==> config.mk <==
export PLATFORM = sky130hd
export DESIGN_NAME = smf_event_decoder
export DESIGN_NICKNAME = d
export VERILOG_FILES = /design/src/rtl/smfd_pkg.sv /design/src/rtl/smfd_parser.sv /design/src/rtl/smfd_out_reg.sv /design/src/rtl/smf_event_decoder.sv
export SDC_FILE = /design/constraint.sdc
export NUM_CORES = 1
export LEC_CHECK = 0
export ABC_AREA = 1
export BUFFER_PORTS_ARGS = -buffer_cell sky130_fd_sc_hd__buf_2
export CELL_PAD_IN_SITES_DETAIL_PLACEMENT = 2
export CELL_PAD_IN_SITES_GLOBAL_PLACEMENT = 2
export CORE_MARGIN = 2
export CORE_UTILIZATION = 30
export DETAILED_ROUTE_END_ITERATION = 7
export PLACE_DENSITY_LB_ADDON = 0.05
export SYNTH_ARGS = -nofsm -noshare
export SYNTH_HDL_FRONTEND = slang
export SYNTH_SLANG_ARGS = --single-unit
export TNS_END_PERCENT = 20
==> constraint.sdc <==
create_clock -name clk -period 5.6 [get_ports clk]
set_input_delay 1.4 -clock clk [delete_from_list [all_inputs] [get_ports clk]]
set_output_delay 1.4 -clock clk [all_outputs]
set_load 0.01 [all_outputs]
==> src/rtl/smfd_pkg.sv <==
// Shared types and codes for the SMF track event decoder.
// Holds the item structs of both channels and the result kind codes.
// No dependencies.
`timescale 1ns / 1ps
`default_nettype none

package smfd_pkg;

    localparam logic [3:0] KIND_NOTE_OFF    = 4'd0;
    localparam logic [3:0] KIND_NOTE_ON     = 4'd1;
    localparam logic [3:0] KIND_CONTROL     = 4'd2;
    localparam logic [3:0] KIND_PROGRAM     = 4'd3;
    localparam logic [3:0] KIND_PRESSURE    = 4'd4;
    localparam logic [3:0] KIND_PITCH       = 4'd5;
    localparam logic [3:0] KIND_META_HDR    = 4'd6;
    localparam logic [3:0] KIND_META_DATA   = 4'd7;
    localparam logic [3:0] KIND_UNSUPPORTED = 4'd8;

    typedef struct packed {
        logic [7:0] data_byte;
        logic       restart;
    } smfd_in_t;

    typedef struct packed {
        logic [3:0]  kind;
        logic [31:0] delta_time;
        logic [3:0]  channel;
        logic [13:0] value1;
        logic [7:0]  value2;
        logic [7:0]  meta_type;
        logic [31:0] meta_length;
        logic [7:0]  payload_byte;
        logic        last;
    } smfd_out_t;

endpackage

`default_nettype wire

==> src/rtl/smfd_parser.sv <==
// Byte-level parse state and decode logic of the SMF track event decoder.
// Consumes the item held in the input register and forms at most one result.
// Depends on smfd_pkg.
`timescale 1ns / 1ps
`default_nettype none

module smfd_parser (
    input  wire logic              clk,
    input  wire logic              rst_n,
    input  wire logic              item_valid,
    input  wire smfd_pkg::smfd_in_t item,
    input  wire logic              take,
    output logic                   step,
    output logic                   res_valid,
    output smfd_pkg::smfd_out_t    res
);
    import smfd_pkg::*;

    typedef enum logic [2:0] {
        PH_DELTA,
        PH_STATUS,
        PH_VALUE1,
        PH_VALUE2,
        PH_PITCH_HI,
        PH_META_TYPE,
        PH_META_LEN,
        PH_META_DATA
    } phase_t;

    phase_t      phase_reg, phase_next, phase_c;
    logic [31:0] delta_reg, delta_next, delta_c;
    logic [7:0]  run_status_reg, run_status_next, run_status_c;
    logic [7:0]  cur_status_reg, cur_status_next, cur_status_c;
    logic [7:0]  first_reg, first_next, first_c;
    logic [7:0]  meta_type_reg, meta_type_next, meta_type_c;
    logic [31:0] len_reg, len_next, len_c;
    logic [31:0] remain_reg, remain_next, remain_c;
    logic        halted_reg, halted_next, halted_c;

    logic [7:0]  b;
    logic [31:0] len_new;
    logic [31:0] rem_dec;
    logic        first_step;
    logic        unsup;
    logic        done;

    function automatic logic status_ok(input logic [7:0] s);
        return (s[7:4] == 4'h8) || (s[7:4] == 4'h9) || (s[7:4] == 4'hB) ||
               (s[7:4] == 4'hC) || (s[7:4] == 4'hD) || (s[7:4] == 4'hE);
    endfunction

    assign b = item.data_byte;

    // Restart clears everything before the byte is decoded.
    assign phase_c      = item.restart ? PH_DELTA : phase_reg;
    assign delta_c      = item.restart ? 32'd0 : delta_reg;
    assign run_status_c = item.restart ? 8'd0 : run_status_reg;
    assign cur_status_c = item.restart ? 8'd0 : cur_status_reg;
    assign first_c      = item.restart ? 8'd0 : first_reg;
    assign meta_type_c  = item.restart ? 8'd0 : meta_type_reg;
    assign len_c        = item.restart ? 32'd0 : len_reg;
    assign remain_c     = item.restart ? 32'd0 : remain_reg;
    assign halted_c     = item.restart ? 1'b0 : halted_reg;

    assign len_new = {len_c[24:0], b[6:0]};
    assign rem_dec = remain_c - 32'd1;

    always_comb
    begin
        phase_next      = phase_c;
        delta_next      = delta_c;
        run_status_next = run_status_c;
        cur_status_next = cur_status_c;
        first_next      = first_c;
        meta_type_next  = meta_type_c;
        len_next        = len_c;
        remain_next     = remain_c;
        halted_next     = halted_c;
        first_step      = 1'b0;
        unsup           = 1'b0;
        done            = 1'b0;
        res_valid       = 1'b0;
        res             = '0;
        res.delta_time  = delta_c;

        if (!halted_c)
        begin
            unique case (phase_c)
                PH_DELTA:
                begin
                    delta_next = {delta_c[24:0], b[6:0]};
                    if (!b[7])
                    begin
                        phase_next = PH_STATUS;
                    end
                end
                PH_STATUS:
                begin
                    if (b[7:4] == 4'hF)
                    begin
                        if (b != 8'hFF)
                        begin
                            unsup = 1'b1;
                        end
                        else
                        begin
                            cur_status_next = 8'hFF;
                            run_status_next = 8'hFF;
                            phase_next      = PH_META_TYPE;
                        end
                    end
                    else if (!b[7])
                    begin
                        cur_status_next = run_status_c;
                        if (!status_ok(run_status_c))
                        begin
                            unsup = 1'b1;
                        end
                        else
                        begin
                            first_next = b;
                            first_step = 1'b1;
                        end
                    end
                    else if (!status_ok(b))
                    begin
                        unsup = 1'b1;
                    end
                    else
                    begin
                        cur_status_next = b;
                        run_status_next = b;
                        phase_next      = PH_VALUE1;
                    end
                end
                PH_VALUE1:
                begin
                    first_next = b;
                    first_step = 1'b1;
                end
                PH_VALUE2:
                begin
                    res_valid   = 1'b1;
                    res.kind    = (cur_status_c[7:4] == 4'h8) ? KIND_NOTE_OFF :
                                  (cur_status_c[7:4] == 4'h9) ? KIND_NOTE_ON : KIND_CONTROL;
                    res.channel = cur_status_c[3:0];
                    res.value1  = {6'd0, first_c};
                    res.value2  = b;
                    res.last    = 1'b1;
                    done        = 1'b1;
                end
                PH_PITCH_HI:
                begin
                    res_valid   = 1'b1;
                    res.kind    = KIND_PITCH;
                    res.channel = cur_status_c[3:0];
                    res.value1  = {b[6:0], first_c[6:0]};
                    res.last    = 1'b1;
                    done        = 1'b1;
                end
                PH_META_TYPE:
                begin
                    meta_type_next = b;
                    len_next       = 32'd0;
                    phase_next     = PH_META_LEN;
                end
                PH_META_LEN:
                begin
                    len_next = len_new;
                    if (!b[7])
                    begin
                        remain_next     = len_new;
                        res_valid       = 1'b1;
                        res.kind        = KIND_META_HDR;
                        res.meta_type   = meta_type_c;
                        res.meta_length = len_new;
                        res.last        = (len_new == 32'd0);
                        if (len_new == 32'd0)
                        begin
                            done = 1'b1;
                        end
                        else
                        begin
                            phase_next = PH_META_DATA;
                        end
                    end
                end
                PH_META_DATA:
                begin
                    remain_next      = rem_dec;
                    res_valid        = 1'b1;
                    res.kind         = KIND_META_DATA;
                    res.meta_type    = meta_type_c;
                    res.meta_length  = len_c;
                    res.payload_byte = b;
                    res.last         = (rem_dec == 32'd0);
                    done             = (rem_dec == 32'd0);
                end
            endcase
        end

        // Dispatch once the first data byte is known.
        if (first_step)
        begin
            unique case (cur_status_next[7:4])
                4'h8, 4'h9, 4'hB:
                begin
                    phase_next = PH_VALUE2;
                end
                4'hE:
                begin
                    phase_next = PH_PITCH_HI;
                end
                4'hC, 4'hD:
                begin
                    res_valid   = 1'b1;
                    res.kind    = (cur_status_next[7:4] == 4'hC) ? KIND_PROGRAM : KIND_PRESSURE;
                    res.channel = cur_status_next[3:0];
                    res.value1  = {6'd0, first_next};
                    res.last    = 1'b1;
                    done        = 1'b1;
                end
                default:
                begin
                    unsup = 1'b1;
                end
            endcase
        end

        if (unsup)
        begin
            res_valid      = 1'b1;
            res            = '0;
            res.kind       = KIND_UNSUPPORTED;
            res.delta_time = delta_c;
            res.last       = 1'b1;
            halted_next    = 1'b1;
            done           = 1'b1;
        end

        if (done)
        begin
            phase_next = PH_DELTA;
            delta_next = 32'd0;
        end
    end

    assign step = item_valid && (take || !res_valid);

    always_ff @(posedge clk or negedge rst_n)
    begin
        if (!rst_n)
        begin
            phase_reg      <= PH_DELTA;
            delta_reg      <= '0;
            run_status_reg <= '0;
            cur_status_reg <= '0;
            first_reg      <= '0;
            meta_type_reg  <= '0;
            len_reg        <= '0;
            remain_reg     <= '0;
            halted_reg     <= 1'b0;
        end
        else if (step)
        begin
            phase_reg      <= phase_next;
            delta_reg      <= delta_next;
            run_status_reg <= run_status_next;
            cur_status_reg <= cur_status_next;
            first_reg      <= first_next;
            meta_type_reg  <= meta_type_next;
            len_reg        <= len_next;
            remain_reg     <= remain_next;
            halted_reg     <= halted_next;
        end
    end

endmodule

`default_nettype wire

==> src/rtl/smfd_out_reg.sv <==
// Result register of the SMF track event decoder.
// Holds one decoded item until the receiver takes it; depends on smfd_pkg.
`timescale 1ns / 1ps
`default_nettype none

module smfd_out_reg (
    input  wire logic               clk,
    input  wire logic               rst_n,
    input  wire logic               load,
    input  wire smfd_pkg::smfd_out_t res,
    input  wire logic               stall,
    output logic                    take,
    output logic                    valid,
    output smfd_pkg::smfd_out_t     item
);
    import smfd_pkg::*;

    logic      valid_reg;
    smfd_out_t item_reg;

    assign take  = !valid_reg || !stall;
    assign valid = valid_reg;
    assign item  = item_reg;

    always_ff @(posedge clk or negedge rst_n)
    begin
        if (!rst_n)
        begin
            valid_reg <= 1'b0;
        end
        else if (take)
        begin
            valid_reg <= load;
        end
    end

    always_ff @(posedge clk)
    begin
        if (take && load)
        begin
            item_reg <= res;
        end
    end

endmodule

`default_nettype wire

==> src/rtl/smf_event_decoder.sv <==
// Top level of the SMF track event decoder: input register, parser, result register.
// Depends on smfd_pkg, smfd_parser and smfd_out_reg.
//
// Usage:
//   track_* carries one raw track byte per item, with a restart flag that clears
//   the parser, running status and halt before that byte is decoded.
//   evt_* carries decoded results: channel events, meta header and meta data
//   items, and an unsupported item after which the parser halts until restart.
//   Bytes that finish nothing (delta time, status, first data bytes) give no item.
//   Path: a byte is accepted into the input register; when the parser steps, its
//   result is loaded into the result register and then shows on evt_*.
//   Throughput: one byte per cycle while track_stall is low; each byte passes the
//   input register and one level of decode logic, and its result the result register.
//   Stall: while a result waits under evt_stall, bytes that give no result keep
//   passing through the input register; track_stall rises only when the byte
//   held in the input register would produce a result that has nowhere to go.
//   Reset: rst_n clears both registers' valid flags and all parse state.
`timescale 1ns / 1ps
`default_nettype none

module smf_event_decoder (
    input  wire logic               clk,
    input  wire logic               rst_n,
    input  wire logic               track_valid,
    output logic                    track_stall,
    input  wire smfd_pkg::smfd_in_t  track_item,
    output logic                    evt_valid,
    input  wire logic               evt_stall,
    output smfd_pkg::smfd_out_t     evt_item
);
    import smfd_pkg::*;

    logic      in_valid_reg;
    smfd_in_t  in_item_reg;
    logic      step;
    logic      take;
    logic      res_valid;
    smfd_out_t res;

    assign track_stall = in_valid_reg && !step;

    always_ff @(posedge clk or negedge rst_n)
    begin
        if (!rst_n)
        begin
            in_valid_reg <= 1'b0;
        end
        else if (track_valid && !track_stall)
        begin
            in_valid_reg <= 1'b1;
        end
        else if (step)
        begin
            in_valid_reg <= 1'b0;
        end
    end

    always_ff @(posedge clk)
    begin
        if (track_valid && !track_stall)
        begin
            in_item_reg <= track_item;
        end
    end

    smfd_parser u_parser (
        .clk        (clk),
        .rst_n      (rst_n),
        .item_valid (in_valid_reg),
        .item       (in_item_reg),
        .take       (take),
        .step       (step),
        .res_valid  (res_valid),
        .res        (res)
    );

    smfd_out_reg u_out (
        .clk   (clk),
        .rst_n (rst_n),
        .load  (step && res_valid),
        .res   (res),
        .stall (evt_stall),
        .take  (take),
        .valid (evt_valid),
        .item  (evt_item)
    );

endmodule

`default_nettype wire

; ---- Word-level counts from Yosys, hierarchy flattened
; Index checks and enable logic that the tools add are counted.
[classes]
add_sub_neg = 1
magnitude_cmp = 0
eq_ne = 29
div = 0
multipliers = 0
mux = 98
bitwise_logic = 2
shift = 0
n_reduce_logical = 34
[op_table]
columns = op, n
row1 = $mux 32, 9
row2 = $mux 8, 24
row3 = $pmux 32 s2, 2
row4 = $eq 4x4->1 const B, 21
row5 = $pmux 40 s2, 1
row6 = $mux 75, 1
row7 = $logic_not 32->1, 2
row8 = $mux 40, 1
row9 = $mux 3, 13
row10 = $mux 18, 2
row11 = $pmux 18 s2, 1
row12 = $sub 32x1->32 const B, 1
row13 = $mux 1, 31
row14 = $mux 4, 4
row15 = $pmux 4 s4, 1
row16 = $pmux 8 s2, 1
row17 = $eq 3x3->1 const B, 4
row18 = $logic_or 1x1->1, 12
row19 = $pmux 3 s4, 1
row20 = $reduce_or 3->1, 4
row21 = $ne 8x8->1 const B, 1
row22 = $eq 3x2->1 const B, 2
row23 = $pmux 1 s3, 2
row24 = $pmux 3 s2, 1
row25 = other kinds (10), 22
[totals]
output_inout_bits = 113
n_memories = 0
elab_cells = 186
latchBits = 0
mem_bits_ro = 0
register_bits = 254
ramBits = 0

; ---- Depth between registers and ports, before layout
; Gate-level depths: netlist (run 1).
[logic_depth]
word_depth = 24
depth_mapped = 22

; ---- Hierarchy
; From an unflattened synthesis (run 1), not the netlist that was laid out.
[unflattened]
hier_cells = 1793
hier_area_um2 = 13862.0
[modules_own_cells]
columns = module, area_each_um2, seq_area_each_um2, instances, cells_per_inst
row1 = smfd_parser, 10159.7, 3303.2, 1, 1659
row2 = smfd_out_reg, 3374.5, 3358.2, 1, 116
row3 = smf_event_decoder, 327.8, 295.3, 1, 18

; ---- Least setup slack after synthesis (run 1)
; No wires, ideal clock.
[synth_path]
kind = flip-flop to flip-flop
from = register in_item_reg[0] in the netlist's numbering
to = register u_out.item_reg, in the netlist u_out.item[0] (enable)
path_buffers = 3
setup_time_ns = 0.465
arrival_time_ns = 4.280
slack_ns = 0.855
required_time_ns = 5.135
period_less_slack_ns = 4.745
stages_incl_launch_ff = 20
cell_sequence = edfxtp_1 -> buf_6 -> inv_4 -> buf_8 -> nand2_2 -> nor2_4 -> nand3_2 -> nand3_1 -> a21boi_1 -> nand3_1 -> nand2_1 -> inv_2 -> nand2_2 -> nand3_2 -> nand2_2 -> nand2_4 -> buf_6 -> inv_2 -> nand2_1 -> inv_1
[synth_via]
elab_chain_cells = 20
word_cells_on_any_way = 58
[synth_lines]
columns = item, line_no
row1 = start: declaration, smf_event_decoder.sv:34  ; smfd_in_t in_item_reg;
row2 = start signal: assignment, smf_event_decoder.sv:62  ; in_item_reg <= track_item;
row3 = $mux 8, smfd_parser.sv:57  ; assign run_status_c = item.restart ? 8'd0 : run_status_reg;
row4 = $eq 4x4->1, smfd_parser.sv:48  ; return (s[7:4] == 4'h8) || (s[7:4] == 4'h9) || (s[7:4] == 4'hB) ||
row5 = $logic_or 1x1->1 (3 in series), smfd_parser.sv:48
row6 = $logic_or 1x1->1 (2 in series), smfd_parser.sv:49  ; (s[7:4] == 4'hC) || (s[7:4] == 4'hD) || (s[7:4] == 4'hE);
row7 = $mux 1, smfd_parser.sv:115  ; if (!status_ok(run_status_c))
row8 = $mux 1, smfd_parser.sv:112  ; else if (!b[7])
row9 = $mux 1, smfd_parser.sv:99  ; if (b[7:4] == 4'hF)
row10 = $mux 1, smfd_parser.sv:88  ; unique case (phase_c)
row11 = $mux 1, smfd_parser.sv:86  ; if (!halted_c)
row12 = $mux 1, smfd_parser.sv:205  ; unique case (cur_status_next[7:4])
row13 = $mux 1, smfd_parser.sv:203  ; if (first_step)
row14 = $mux 1 *, smfd_parser.sv:230  ; if (unsup)
row15 = $logic_not 1->1, smfd_parser.sv:248  ; assign step = item_valid && (take || !res_valid);
row16 = $logic_or 1x1->1, smfd_parser.sv:248
row17 = $logic_and 1x1->1, smfd_parser.sv:248
row18 = $logic_and 1x1->1 *, smf_event_decoder.sv:80  ; .load (step && res_valid),
row19 = $logic_and 1x1->1 *, smfd_out_reg.sv:39  ; if (take && load)
row20 = end signal: assignment, smfd_out_reg.sv:41  ; item_reg <= res;
row21 = end: declaration, smfd_out_reg.sv:19  ; smfd_out_t item_reg;
; Mark *: on every way between the ends. The rest lies on a longest branch, timed or not.
; A chain may end at the register's enable or synchronous reset.

; ---- Worst setup path in the final report (run 1)
[layout_path]
from = register in_item_reg[0] in the netlist's numbering
to = output track_stall
[layout_via]
elab_chain_cells = 20
word_cells_on_any_way = 58
[layout_lines]
columns = item, line_no
row1 = $mux 8, smfd_parser.sv:57
row2 = $eq 4x4->1, smfd_parser.sv:48
row3 = $logic_or 1x1->1 (3 in series), smfd_parser.sv:48
row4 = $logic_or 1x1->1 (2 in series), smfd_parser.sv:49
row5 = $mux 1, smfd_parser.sv:115
row6 = $mux 1, smfd_parser.sv:112
row7 = $mux 1, smfd_parser.sv:99
row8 = $mux 1, smfd_parser.sv:88
row9 = $mux 1, smfd_parser.sv:86
row10 = $mux 1, smfd_parser.sv:205
row11 = $mux 1, smfd_parser.sv:203
row12 = $mux 1 *, smfd_parser.sv:230
row13 = $logic_not 1->1 *, smfd_parser.sv:248
row14 = $logic_or 1x1->1 *, smfd_parser.sv:248
row15 = $logic_and 1x1->1 *, smfd_parser.sv:248
row16 = $logic_not 1->1 *, smf_event_decoder.sv:40  ; assign track_stall = in_valid_reg && !step;
row17 = $logic_and 1x1->1 *, smf_event_decoder.sv:40
row18 = end: declaration, smf_event_decoder.sv:25  ; output logic track_stall,
; Marked as above.

==> results.py, run 1 <==
metrics = {
    "die": {
        "core_um2": 46360,
        "die_h_um": 220.4,
        "die_w_um": 220.4,
        "rows": 79,
        "dieArea_um2": 48590,
        "io_pins": 126,
        "start_util": 0.3031,
    },
    "worst_setup_path": {
        "reg2reg_depth": 15,
        "cp.required_ns": 4.20,
        "crit_top_cell": "inv_1",
        "r2r_slack_ns": 1.13,
        "slowest_stage": "inv_4",
        "critPathLaunch": "in_item_reg[0]",
        "crit_fanout": 47,
        "r2r-end": "u_out.item[21]",
        "max_stage_delay_ns": 0.44,
        "start_kind": "register",
        "crit_type": "register to primary output",
        "cp.arrival_ns": 3.58,
        "crit_path_end": "track_stall",
        "r2r-start": "in_item_reg[0]",
        "crit_chain": "inv_4, nand2_2, inv_1, buf_4, nor2_1, nand2_1, nor2_4, nor2_1, nand3_2, nand2_2, inv_1, nand2_1, inv_1, buf_2",
        "end_kind": "primary output",
    },
    "placement": {
        "place_congestion": 0.8516,
        "numPortBuffers": 125,
        "hpwl_mm": 37.94,
        "dpl_worst_slack_ns": 1.065,
    },
    "timing": {
        "final_max_slew_viol_count": 0,
        "setup_tns_ns": 0,
        "worst_pin_slew_ns": 1.233,
        "finalCriticalPeriod_ns": 4.975,
        "period_share": 0.8885,
        "finClkSkew_ns": 0.01685,
        "max_slew_margin": 0.1779,
        "fin_ws_ns": 0.6245,
        "setup-violations-final": 0,
        "fmax_mhz": 201.0,
        "finalHoldViolCount": 0,
        "grt_setup_unrepaired": "false",
    },
    "cts": {
        "htreeDepth": 1,
        "clk_path_buf_depth": 3,
        "cts_tree": "yes",
        "post_cts_buffers": 0,
        "path_clk_slew_ns": 0.06,
        "cts-root-buf": "clkbuf_16",
        "clkSinkCount": 254,
        "cts_made_buffers": 31,
        "worst_skew_pair.late_latency_ns": 0.60,
        "hold_buffers": 0,
        "cts_resized": 0,
    },
    "logic_synthesis": {
        "ys_dominant_reg_cell": "dfrtp_1",
        "ys_ff_latch": 254,
        "synth_area_per_cell_um2": 7.759,
        "synth_edf_count": 120,
        "yosysSeqAreaShare": 0.4951,
        "syn_nets": 1826,
        "syn-cell-area_um2": 14050,
        "yosysWarnings": 0,
        "async_flop_share": 0.5276,
        "netlist-cell-type-count": 43,
        "synth_cells": 1811,
    },
    "power": {
        "seq_power_share": 0.394,
        "clkPwrFrac": 0.330,
        "powerDensity_nw_per_um2": 409.1,
        "internal_power_w": 0.004226,
        "pwr-share-comb": 0.276,
        "ir_drop_uv": 294.9,
        "power_leakage_nw": 7.619,
        "switching_power_w": 0.002396,
        "p_sw_frac": 0.3618,
    },
    "detailed_routing": {
        "drt_wl_total_mm": 54.98,
        "via_per_inst": 5.136,
        "drc": 0,
        "drt-initial-drc-count": 581,
        "dr.pass1.iters": 4,
        "final_antenna_net_count": 0,
        "wl_per_cell_um": 21.82,
        "num_vias": 12940,
    },
    "global_routing": {
        "grt.met3_usage": 0.02268,
        "grt_pass1_wl_mm": 84.88,
        "antenna_found_initial": 0,
        "grt.total_usage": 0.2289,
        "grt_util_met2": 0.3953,
        "grt_max_degree": 215,
        "grt-busiest-layer": "met2",
        "grt_use_met1": 0.2975,
        "grt_pass1_vias": 13800,
        "grt_overflow": 0,
    },
    "layout": {
        "drive_above_1_share": 0.1228,
        "layout.nets": 1903,
        "final_common_cell": "nand2_1",
        "syn2layout_area_growth_pct": 15.18,
        "largest_reg_flops": 111,
        "final_cell_mix": "607 x nand2_1, 171 x inv_1, 171 x nor2_1",
        "antenna_cells": 0,
    },
    "min_path": {
        "worstHoldPathType": "register to register",
    },
    "flow_run": {
        "drv_cap": 0,
    },
    "outcome": {
        "status": "finished, final reports clean",
    },
}
-- critical path, delay by kind of cell (launching register included) --
kind          cells  cell delay [ns]
buf+inv           6             1.17
flops             1             0.43
simple gates      8             1.33
-- worst min-delay path by stage --
stage / from / endpoint / slack (ns) / depth (start not counted)
6_report: u_parser.delta_reg[24] / u_parser.delta_reg[24] / 0.48 / 2
5_1_grt: u_parser.delta_reg[29] / u_parser.delta_reg[29] / 0.51 / 2
4_1_cts: u_parser.delta_reg[24] / u_parser.delta_reg[24] / 0.49 / 2
3_5_place_dp: u_parser.delta_reg[24] / u_parser.delta_reg[24] / 0.47 / 2
3_3_place_gp: u_parser.delta_reg[20] / u_parser.delta_reg[20] / 0.46 / 2
2_1_floorplan: u_parser.delta_reg[11] / u_parser.delta_reg[11] / 0.45 / 2
-- power groups by stage --
stage	logic (W)	registers [W]	clock network, W
floorplan	0.00113	0.00269	0
global placement	0.00181	0.00263	0
detailed placement	0.00186	0.00264	0
CTS	0.00187	0.00262	0.00226
global route	0.00207	0.00265	0.00231
finish	0.00183	0.00261	0.00218
-- per-stage QoR --
stage	instances	hold WS, ns	cell area [µm²]	util	total power (W)
final	2520	0.4844	16190	0.3491	0.006622
after global routing	2520	0.5053	16190	0.3491	0.007034
after CTS	2520	0.4873	16190	0.3491	0.006742
after detailed placement	2462	0.4698	15100	0.3258	0.004504
after global placement	2462	0.4616	15100	0.3258	0.004448
after floorplan	1811	0.4489	14050	-	0.003823
-- layer usage --
layer,part of all wire,vias to the layer above
met4,0.037,0
met3,0.022,74
met5,0,-
met1,0.45,6576
met2,0.49,155
li1,-,6138
-- layout make-up --
type	count	area, µm²
Fill cell	5374	30170
Tap cell	607	759.5
Multi-Input combinational cell	1274	5889
Inverter	185	699.4
Clock buffer	40	839.6
Timing Repair Buffer	142	797.0
Sequential cell	254	6957
Clock inverter	18	244.0
-- cell usage after synthesis, types with 4 or more instances --
| cell | instances | area, µm² |
|---|---|---|
| nand2_1 | 607 | 2278 |
| inv_1 | 172 | 645.6 |
| nor2_1 | 171 | 641.9 |
| dfrtp_1 | 134 | 3353 |
| edfxtp_1 | 120 | 3603 |
| o21ai_1 | 105 | 525.5 |
| o21ai_0 | 103 | 515.5 |
| nand3_1 | 55 | 275.3 |
| clkbuf_1 | 42 | 157.7 |
| a21oi_1 | 40 | 200.2 |
| a22oi_1 | 35 | 262.8 |
| buf_2 | 31 | 155.2 |
| o22ai_1 | 25 | 156.4 |
| a32oi_1 | 21 | 183.9 |
| nor3_1 | 17 | 85.08 |
| nand4_1 | 15 | 93.84 |
| a31oi_1 | 12 | 75.07 |
| buf_6 | 12 | 135.1 |
| o211ai_1 | 12 | 90.09 |
| inv_2 | 10 | 37.54 |
| nand2_2 | 9 | 56.30 |
| buf_4 | 7 | 52.55 |
| nor2_2 | 7 | 43.79 |
| nor2_4 | 7 | 78.83 |
| o32ai_1 | 7 | 61.31 |
| buf_1 | 5 | 18.77 |
| o21ai_2 | 4 | 35.03 |
| o31ai_1 | 4 | 30.03 |
-- cells by family (layout without fill, tap and decap cells) --
group	after synthesis	in the layout	share of synthesized area
compound gates	373	373	0.1555
flops	254	254	0.4951
simple gates	898	898	0.2595
xor+xnor	1	1	0.0006234
buf+inv	283	385	0.08762
fa+ha+maj	2	2	0.001781
Power figures use the tool's default switching activity.
==> inputs of run 2 (changes only) <==
--- a/config.mk
+++ b/config.mk
@@ -10,7 +10,7 @@
 export CELL_PAD_IN_SITES_DETAIL_PLACEMENT = 2
 export CELL_PAD_IN_SITES_GLOBAL_PLACEMENT = 2
 export CORE_MARGIN = 2
-export CORE_UTILIZATION = 30
+export CORE_UTILIZATION = 32
 export DETAILED_ROUTE_END_ITERATION = 7
 export PLACE_DENSITY_LB_ADDON = 0.05
 export SYNTH_ARGS = -nofsm -noshare
==> constraint.sdc (replaced) <==
create_clock -name clk -period 4.35 [get_ports clk]
set_input_delay 1.0875 -clock clk [delete_from_list [all_inputs] [get_ports clk]]
set_output_delay 1.0875 -clock clk [all_outputs]
set_load 0.01 [all_outputs]
==> run 2 against run 1 <==
Against the previous run:
- utilization rose by 3.6 points
- worst hold slack worse by 0.030 ns
- clock-buffer cell count is 1 lower
- clock skew fell by 0.0038 ns
- via count increased by 2.2%
- first-iteration DRC count rose by 17%
- combinational power is 37% higher
- power up 31%
- clock power up 29%
- sequential power is 27% higher
- register-to-register slack lost 0.56 ns
- die area decreased by 6.1%
- critical path type unchanged
- critical endpoint unchanged
==> results.py, run 2 (synthesis gave the netlist of run 1 again) <==
metrics = {
    "die": {
        "io_pins": 126,
        "die_w_um": 213.6,
        "start_util": 0.3255,
        "rows": 76,
        "die_h_um": 213.6,
        "core_um2": 43170,
        "dieArea_um2": 45610,
    },
    "timing": {
        "finClkSkew_ns": 0.01301,
        "period_share": 0.9704,
        "worst_pin_slew_ns": 1.015,
        "final_max_slew_viol_count": 0,
        "setup-violations-final": 0,
        "setup_tns_ns": 0,
        "finalCriticalPeriod_ns": 4.221,
        "max_slew_margin": 0.3220,
        "finalHoldViolCount": 0,
        "fmax_mhz": 236.9,
    },
    "cts": {
        "clk_path_buf_depth": 3,
        "cts_tree": "yes",
        "htreeDepth": 1,
        "clkSinkCount": 254,
        "cts-root-buf": "clkbuf_16",
        "path_clk_slew_ns": 0.06,
        "cts_made_buffers": 30,
        "hold_buffers": 0,
        "worst_skew_pair.late_latency_ns": 0.60,
    },
    "global_routing": {
        "grt_overflow": 0,
        "grt_pass1_vias": 14340,
        "grt_pass1_wl_mm": 84.74,
        "grt.total_usage": 0.2430,
        "grt_max_degree": 133,
        "antenna_found_initial": 0,
    },
    "power": {
        "p_total_w": 0.008648,
        "powerDensity_nw_per_um2": 520.5,
        "ir_drop_uv": 296.7,
        "power_leakage_nw": 7.878,
    },
    "worst_setup_path": {
        "slowest_stage": "edfxtp_1",
        "crit_type": "register to primary output",
        "max_stage_delay_ns": 0.44,
        "start_kind": "register",
        "crit_top_cell": "nand2_1",
        "cp_top_family": "simple AND/OR/NAND/NOR gates",
        "critical_path_buf_inv_count": 5,
        "end_kind": "primary output",
        "cp.arrival_ns": 3.13,
        "crit_fanout": 10,
        "crit_chain": "buf_6, nor2_4, nand3_2, nor2_4, nand2_1, nand2_1, nand2_1, inv_2, nand2_1, nor2_2, nor2_1, nand2_2, nand3_2, nand2_4, inv_1, nand2_1, inv_1, buf_2",
        "cp.required_ns": 3.26,
    },
    "placement": {
        "hpwl_mm": 38.25,
        "place_congestion": 0.8630,
        "placedCellCount": 2466,
        "numPortBuffers": 125,
    },
    "detailed_routing": {
        "dr.pass1.iters": 4,
        "wl_per_cell_um": 21.52,
        "drc": 0,
        "num_vias": 13230,
        "via_per_inst": 5.213,
        "drt_wl_total_mm": 54.63,
        "final_antenna_net_count": 0,
        "drt-initial-drc-count": 679,
    },
    "layout": {
        "final_cell_mix": "603 x nand2_1, 169 x inv_1, 167 x nor2_1",
        "final_cells": 2538,
        "antenna_cells": 0,
        "largest_reg_flops": 111,
        "final_common_cell": "nand2_1",
        "drive_above_1_share": 0.1521,
        "syn2layout_area_growth_pct": 18.24,
        "final.fill_count": 5068,
        "layout.nets": 1945,
    },
    "outcome": {
        "status": "finished, final reports clean",
    },
    "min_path": {
        "worstHoldPathType": "primary input to async pin",
    },
    "flow_run": {
        "drv_cap": 0,
    },
}
[run 2: metal layers]
layer  GRT usage  vias to the layer above  routed length (µm)
met2      0.4292                      185               27330
met4     0.09291                        0                2243
li1            -                     6218                   -
met3     0.02592                       88                1366
met1      0.3057                     6739               23690
met5           0                        -                   0
[run 2: cell type report]
| type | instances | area (µm²) | area share |
|---|---|---|---|
| repair buffers | 184 | 1165 | 0.07011 |
| multi-input cells | 1274 | 5927 | 0.3567 |
| repair inverters | 1 | 8.758 | 0.0005271 |
| flip-flops and latches | 254 | 6957 | 0.4187 |
| inverters | 185 | 733.2 | 0.04413 |
| well taps | 585 | 732.0 | 0.04405 |
| clock buffers | 39 | 844.6 | 0.05083 |
| clock inverters | 16 | 247.7 | 0.01491 |
[run 2: path summary, 6_finish.rpt]
path / end / slack [ns] / from / cells after the start
setup reg to reg: u_out.item[0] / 0.57 / in_item_reg[0] / 19
max in group asynchronous: u_parser.len_reg[23] / 3.04 / rst_n / 2
min in group clk: u_parser.delta_reg[22] / 0.48 / u_parser.delta_reg[22] / 2
hold reg to reg: u_parser.delta_reg[22] / 0.48 / u_parser.delta_reg[22] / 2
hold / removal: u_parser.meta_type_reg[5] / 0.45 / rst_n / 1
setup / recovery: track_stall / 0.13 / in_item_reg[0] / 18
[run 2: stage by stage]
stage / worst slack [ns] / hold WS [ns] / instance area (µm²) / util
floorplan: 0.2323 / 0.4489 / 14060 / -
global route: -0.08321 / 0.4797 / 16610 / 0.3849
CTS: 0.009961 / 0.4520 / 16460 / 0.3812
detailed placement: 0.4731 / 0.4649 / 15300 / 0.3544
finish: 0.1288 / 0.4548 / 16610 / 0.3849
global placement: 0.5871 / 0.4619 / 15300 / 0.3544
[run 2: timing repair]
action                     in CTS  in global routing
gates cloned                    1                  0
setup buffers                   1                 15
setup endpoints to repair       1                  1
pin swaps                       0                  6
gates resized for setup        11                 14
[run 2: power breakdown]
part           switching (W)  internal [W]  total [W]
sequential          0.000228       0.00309    0.00331
combinational        0.00178      0.000728    0.00251
clock                0.00110       0.00172    0.00282
==> inputs of run 3 (changes only) <==
--- a/config.mk
+++ b/config.mk
@@ -6,13 +6,14 @@
 export NUM_CORES = 1
 export LEC_CHECK = 0
 export ABC_AREA = 1
-export BUFFER_PORTS_ARGS = -buffer_cell sky130_fd_sc_hd__buf_2
+export BUFFER_PORTS_ARGS = -buffer_cell sky130_fd_sc_hd__buf_4
 export CELL_PAD_IN_SITES_DETAIL_PLACEMENT = 2
 export CELL_PAD_IN_SITES_GLOBAL_PLACEMENT = 2
 export CORE_MARGIN = 2
 export CORE_UTILIZATION = 32
 export DETAILED_ROUTE_END_ITERATION = 7
 export PLACE_DENSITY_LB_ADDON = 0.05
+export RECOVER_POWER = 25
 export SYNTH_ARGS = -nofsm -noshare
 export SYNTH_HDL_FRONTEND = slang
 export SYNTH_SLANG_ARGS = --single-unit
==> run 3 against run 2 <==
Against the previous run:
- the run now ends with max-capacitance violations, max-slew violations left
- global-route usage grew 0.45 points
- sequential power barely moved
- clock power up 2%
- cell count rose by 0.16%
- wire length is 0.95% higher
- worst setup slack improved by 0.067 ns
- critical endpoint unchanged
==> results.py, run 3 (synthesis gave the netlist of run 1 again) <==
metrics = {
    "outcome": {
        "status": "finished with violations",
        "violations": "max-capacitance violations, max-slew violations",
    },
    "worst_setup_path": {
        "slowest_stage": "edfxtp_1",
        "r2r-start": "in_item_reg[0]",
        "end_kind": "primary output",
        "start_kind": "register",
        "cp_top_family": "simple AND/OR/NAND/NOR gates",
        "crit_chain": "buf_4, inv_1, buf_4, nand2_1, nand2_1, nand2_1, nand2_2, nand3_1, nand2_1, inv_2, nand2_2, nand3_2, nand2_2, inv_1, nand2_1, inv_1, buf_4",
        "cp.arrival_ns": 3.07,
        "critical_path_buf_inv_count": 7,
        "crit_type": "register to primary output",
        "r2r_slack_ns": 0.55,
        "r2r-end": "u_out.item[0]",
        "crit_fanout": 9,
        "crit_top_cell": "nand2_1",
        "max_stage_delay_ns": 0.43,
        "cp.required_ns": 3.26,
        "reg2reg_depth": 15,
    },
    "timing": {
        "final_max_slew_viol_count": 116,
        "finClkSkew_ns": 0.02170,
        "setup-violations-final": 0,
        "worst_pin_slew_ns": 2.467,
        "finalCriticalPeriod_ns": 4.154,
        "fin_ws_ns": 0.1958,
        "max_slew_margin": -0.6444,
        "finalHoldViolCount": 0,
        "fmax_mhz": 240.7,
        "period_share": 0.9550,
        "fin_worst_hold_slack_ns": 0.4824,
        "setup_tns_ns": 0,
    },
    "cts": {
        "path_clk_slew_ns": 0.06,
        "cts_tree": "yes",
        "htreeDepth": 2,
        "cts-root-buf": "clkbuf_16",
        "cts_made_buffers": 34,
        "clk_path_buf_depth": 3,
        "worst_skew_pair.late_latency_ns": 0.56,
        "hold_buffers": 0,
        "clkSinkCount": 254,
    },
    "global_routing": {
        "grt_overflow": 0,
        "grt.total_usage": 0.2475,
        "antenna_found_initial": 0,
        "grt_max_degree": 158,
        "grt_pass1_vias": 14240,
        "grt_use_met1": 0.3033,
        "grt.met3_usage": 0.03281,
        "grt_util_met2": 0.4536,
        "grt-busiest-layer": "met2",
        "grt_pass1_wl_mm": 85.26,
    },
    "detailed_routing": {
        "drt-initial-drc-count": 664,
        "dr.pass1.iters": 5,
        "num_vias": 13150,
        "final_antenna_net_count": 0,
        "via_per_inst": 5.174,
        "drt_wl_total_mm": 55.15,
        "wl_per_cell_um": 21.69,
        "drc": 0,
    },
    "die": {
        "die_w_um": 213.6,
        "core_um2": 43170,
        "die_h_um": 213.6,
        "dieArea_um2": 45610,
        "rows": 76,
        "io_pins": 126,
        "start_util": 0.3255,
    },
    "layout": {
        "layout.nets": 1946,
        "final.fill_count": 5012,
        "final_core_utilization": 0.3895,
        "syn2layout_area_growth_pct": 19.66,
        "drive_above_1_share": 0.1451,
        "antenna_cells": 0,
        "final_cell_mix": "604 x nand2_1, 169 x inv_1, 169 x nor2_1",
        "final_common_cell": "nand2_1",
        "largest_reg_flops": 111,
    },
    "power": {
        "powerDensity_nw_per_um2": 524.6,
        "p_sw_frac": 0.3586,
        "internal_power_w": 0.005657,
        "seq_power_share": 0.377,
        "switching_power_w": 0.003164,
        "ir_drop_uv": 223.7,
        "power_leakage_nw": 7.908,
        "pwr-share-comb": 0.298,
        "clkPwrFrac": 0.326,
        "p_total_w": 0.008821,
    },
    "placement": {
        "dpl_worst_slack_ns": 0.5046,
        "place_congestion": 0.8487,
        "hpwl_mm": 38.61,
        "numPortBuffers": 125,
    },
    "min_path": {
        "hp-start": "u_parser.delta_reg[15]",
        "hold_depth": 2,
        "hold_end": "u_parser.delta_reg[15]",
        "worstHoldPathType": "register to register",
    },
    "flow_run": {
        "drv_cap": 2,
    },
}
## run 3: cell types whose count changed in the layout (fill, tap and decap cells not counted), sizes merged
cell    previous run  this run
buf              184       167
bufinv             7         4
clkinv            10        15
clkbuf            39        58
## run 3: stage by stage
step	instance area, µm²	std cells
floorplan	14060	1811
detailed placement	15590	2467
global placement	15590	2467
CTS	16760	2534
finish	16810	2542
global route	16810	2542
## run 3: layer usage
metal  wire [µm]  up-vias  part of all wire
met5           0        -                 0
met4        1394        0             0.025
met3        1434       77             0.026
met2       28640      177              0.52
met1       23680     6667              0.43
li1            -     6232                 -
## run 3: area by class of cell
type | count | area (µm²) | area share
sequential | 254 | 6958 | 0.4138
multi-input combinational | 1274 | 5908 | 0.3514
timing repair buffer | 182 | 1384 | 0.08230
clock buffer | 43 | 915.9 | 0.05447
tap | 585 | 732.0 | 0.04353
inverter | 185 | 709.4 | 0.04219
clock inverter | 19 | 207.7 | 0.01235
## run 3: tightest hold or removal path, delay by kind of cell (launching register included)
family	cells	cell delay, ns
flip-flops	1	0.34
AND/OR/NAND/NOR	2	0.11
## run 3: how the worst max path moves through the flow
stage                        start             to  slack (ns)  cells after the start
CTS                 in_item_reg[5]    track_stall        0.02                     17
floorplan           in_item_reg[0]  u_out.item[0]        0.23                     18
global placement    in_item_reg[8]  u_out.item[0]        0.56                     15
detailed placement  in_item_reg[0]  u_out.item[0]        0.50                     16
finish              in_item_reg[8]    track_stall        0.20                     17
global route        in_item_reg[7]    track_stall       -0.03                     17
## run 3: repair_timing
item | CTS | global route
endpoints found under the setup margin | 1 | 1
pin swaps | 0 | 1
hold endpoints to repair | 0 | 0
buffers inserted | 5 | 8
gates resized for setup | 3 | 11
## run 3: power by group through the flow
stage / Sequential [W] / Clock (W) / Combinational (W)
2_1_floorplan: 0.00346 / 0 / 0.00146
6_report: 0.00332 / 0.00287 / 0.00262
3_5_place_dp: 0.00337 / 0 / 0.00265
5_1_grt: 0.00338 / 0.00303 / 0.00294
3_3_place_gp: 0.00335 / 0 / 0.00257
4_1_cts: 0.00333 / 0.00296 / 0.00267
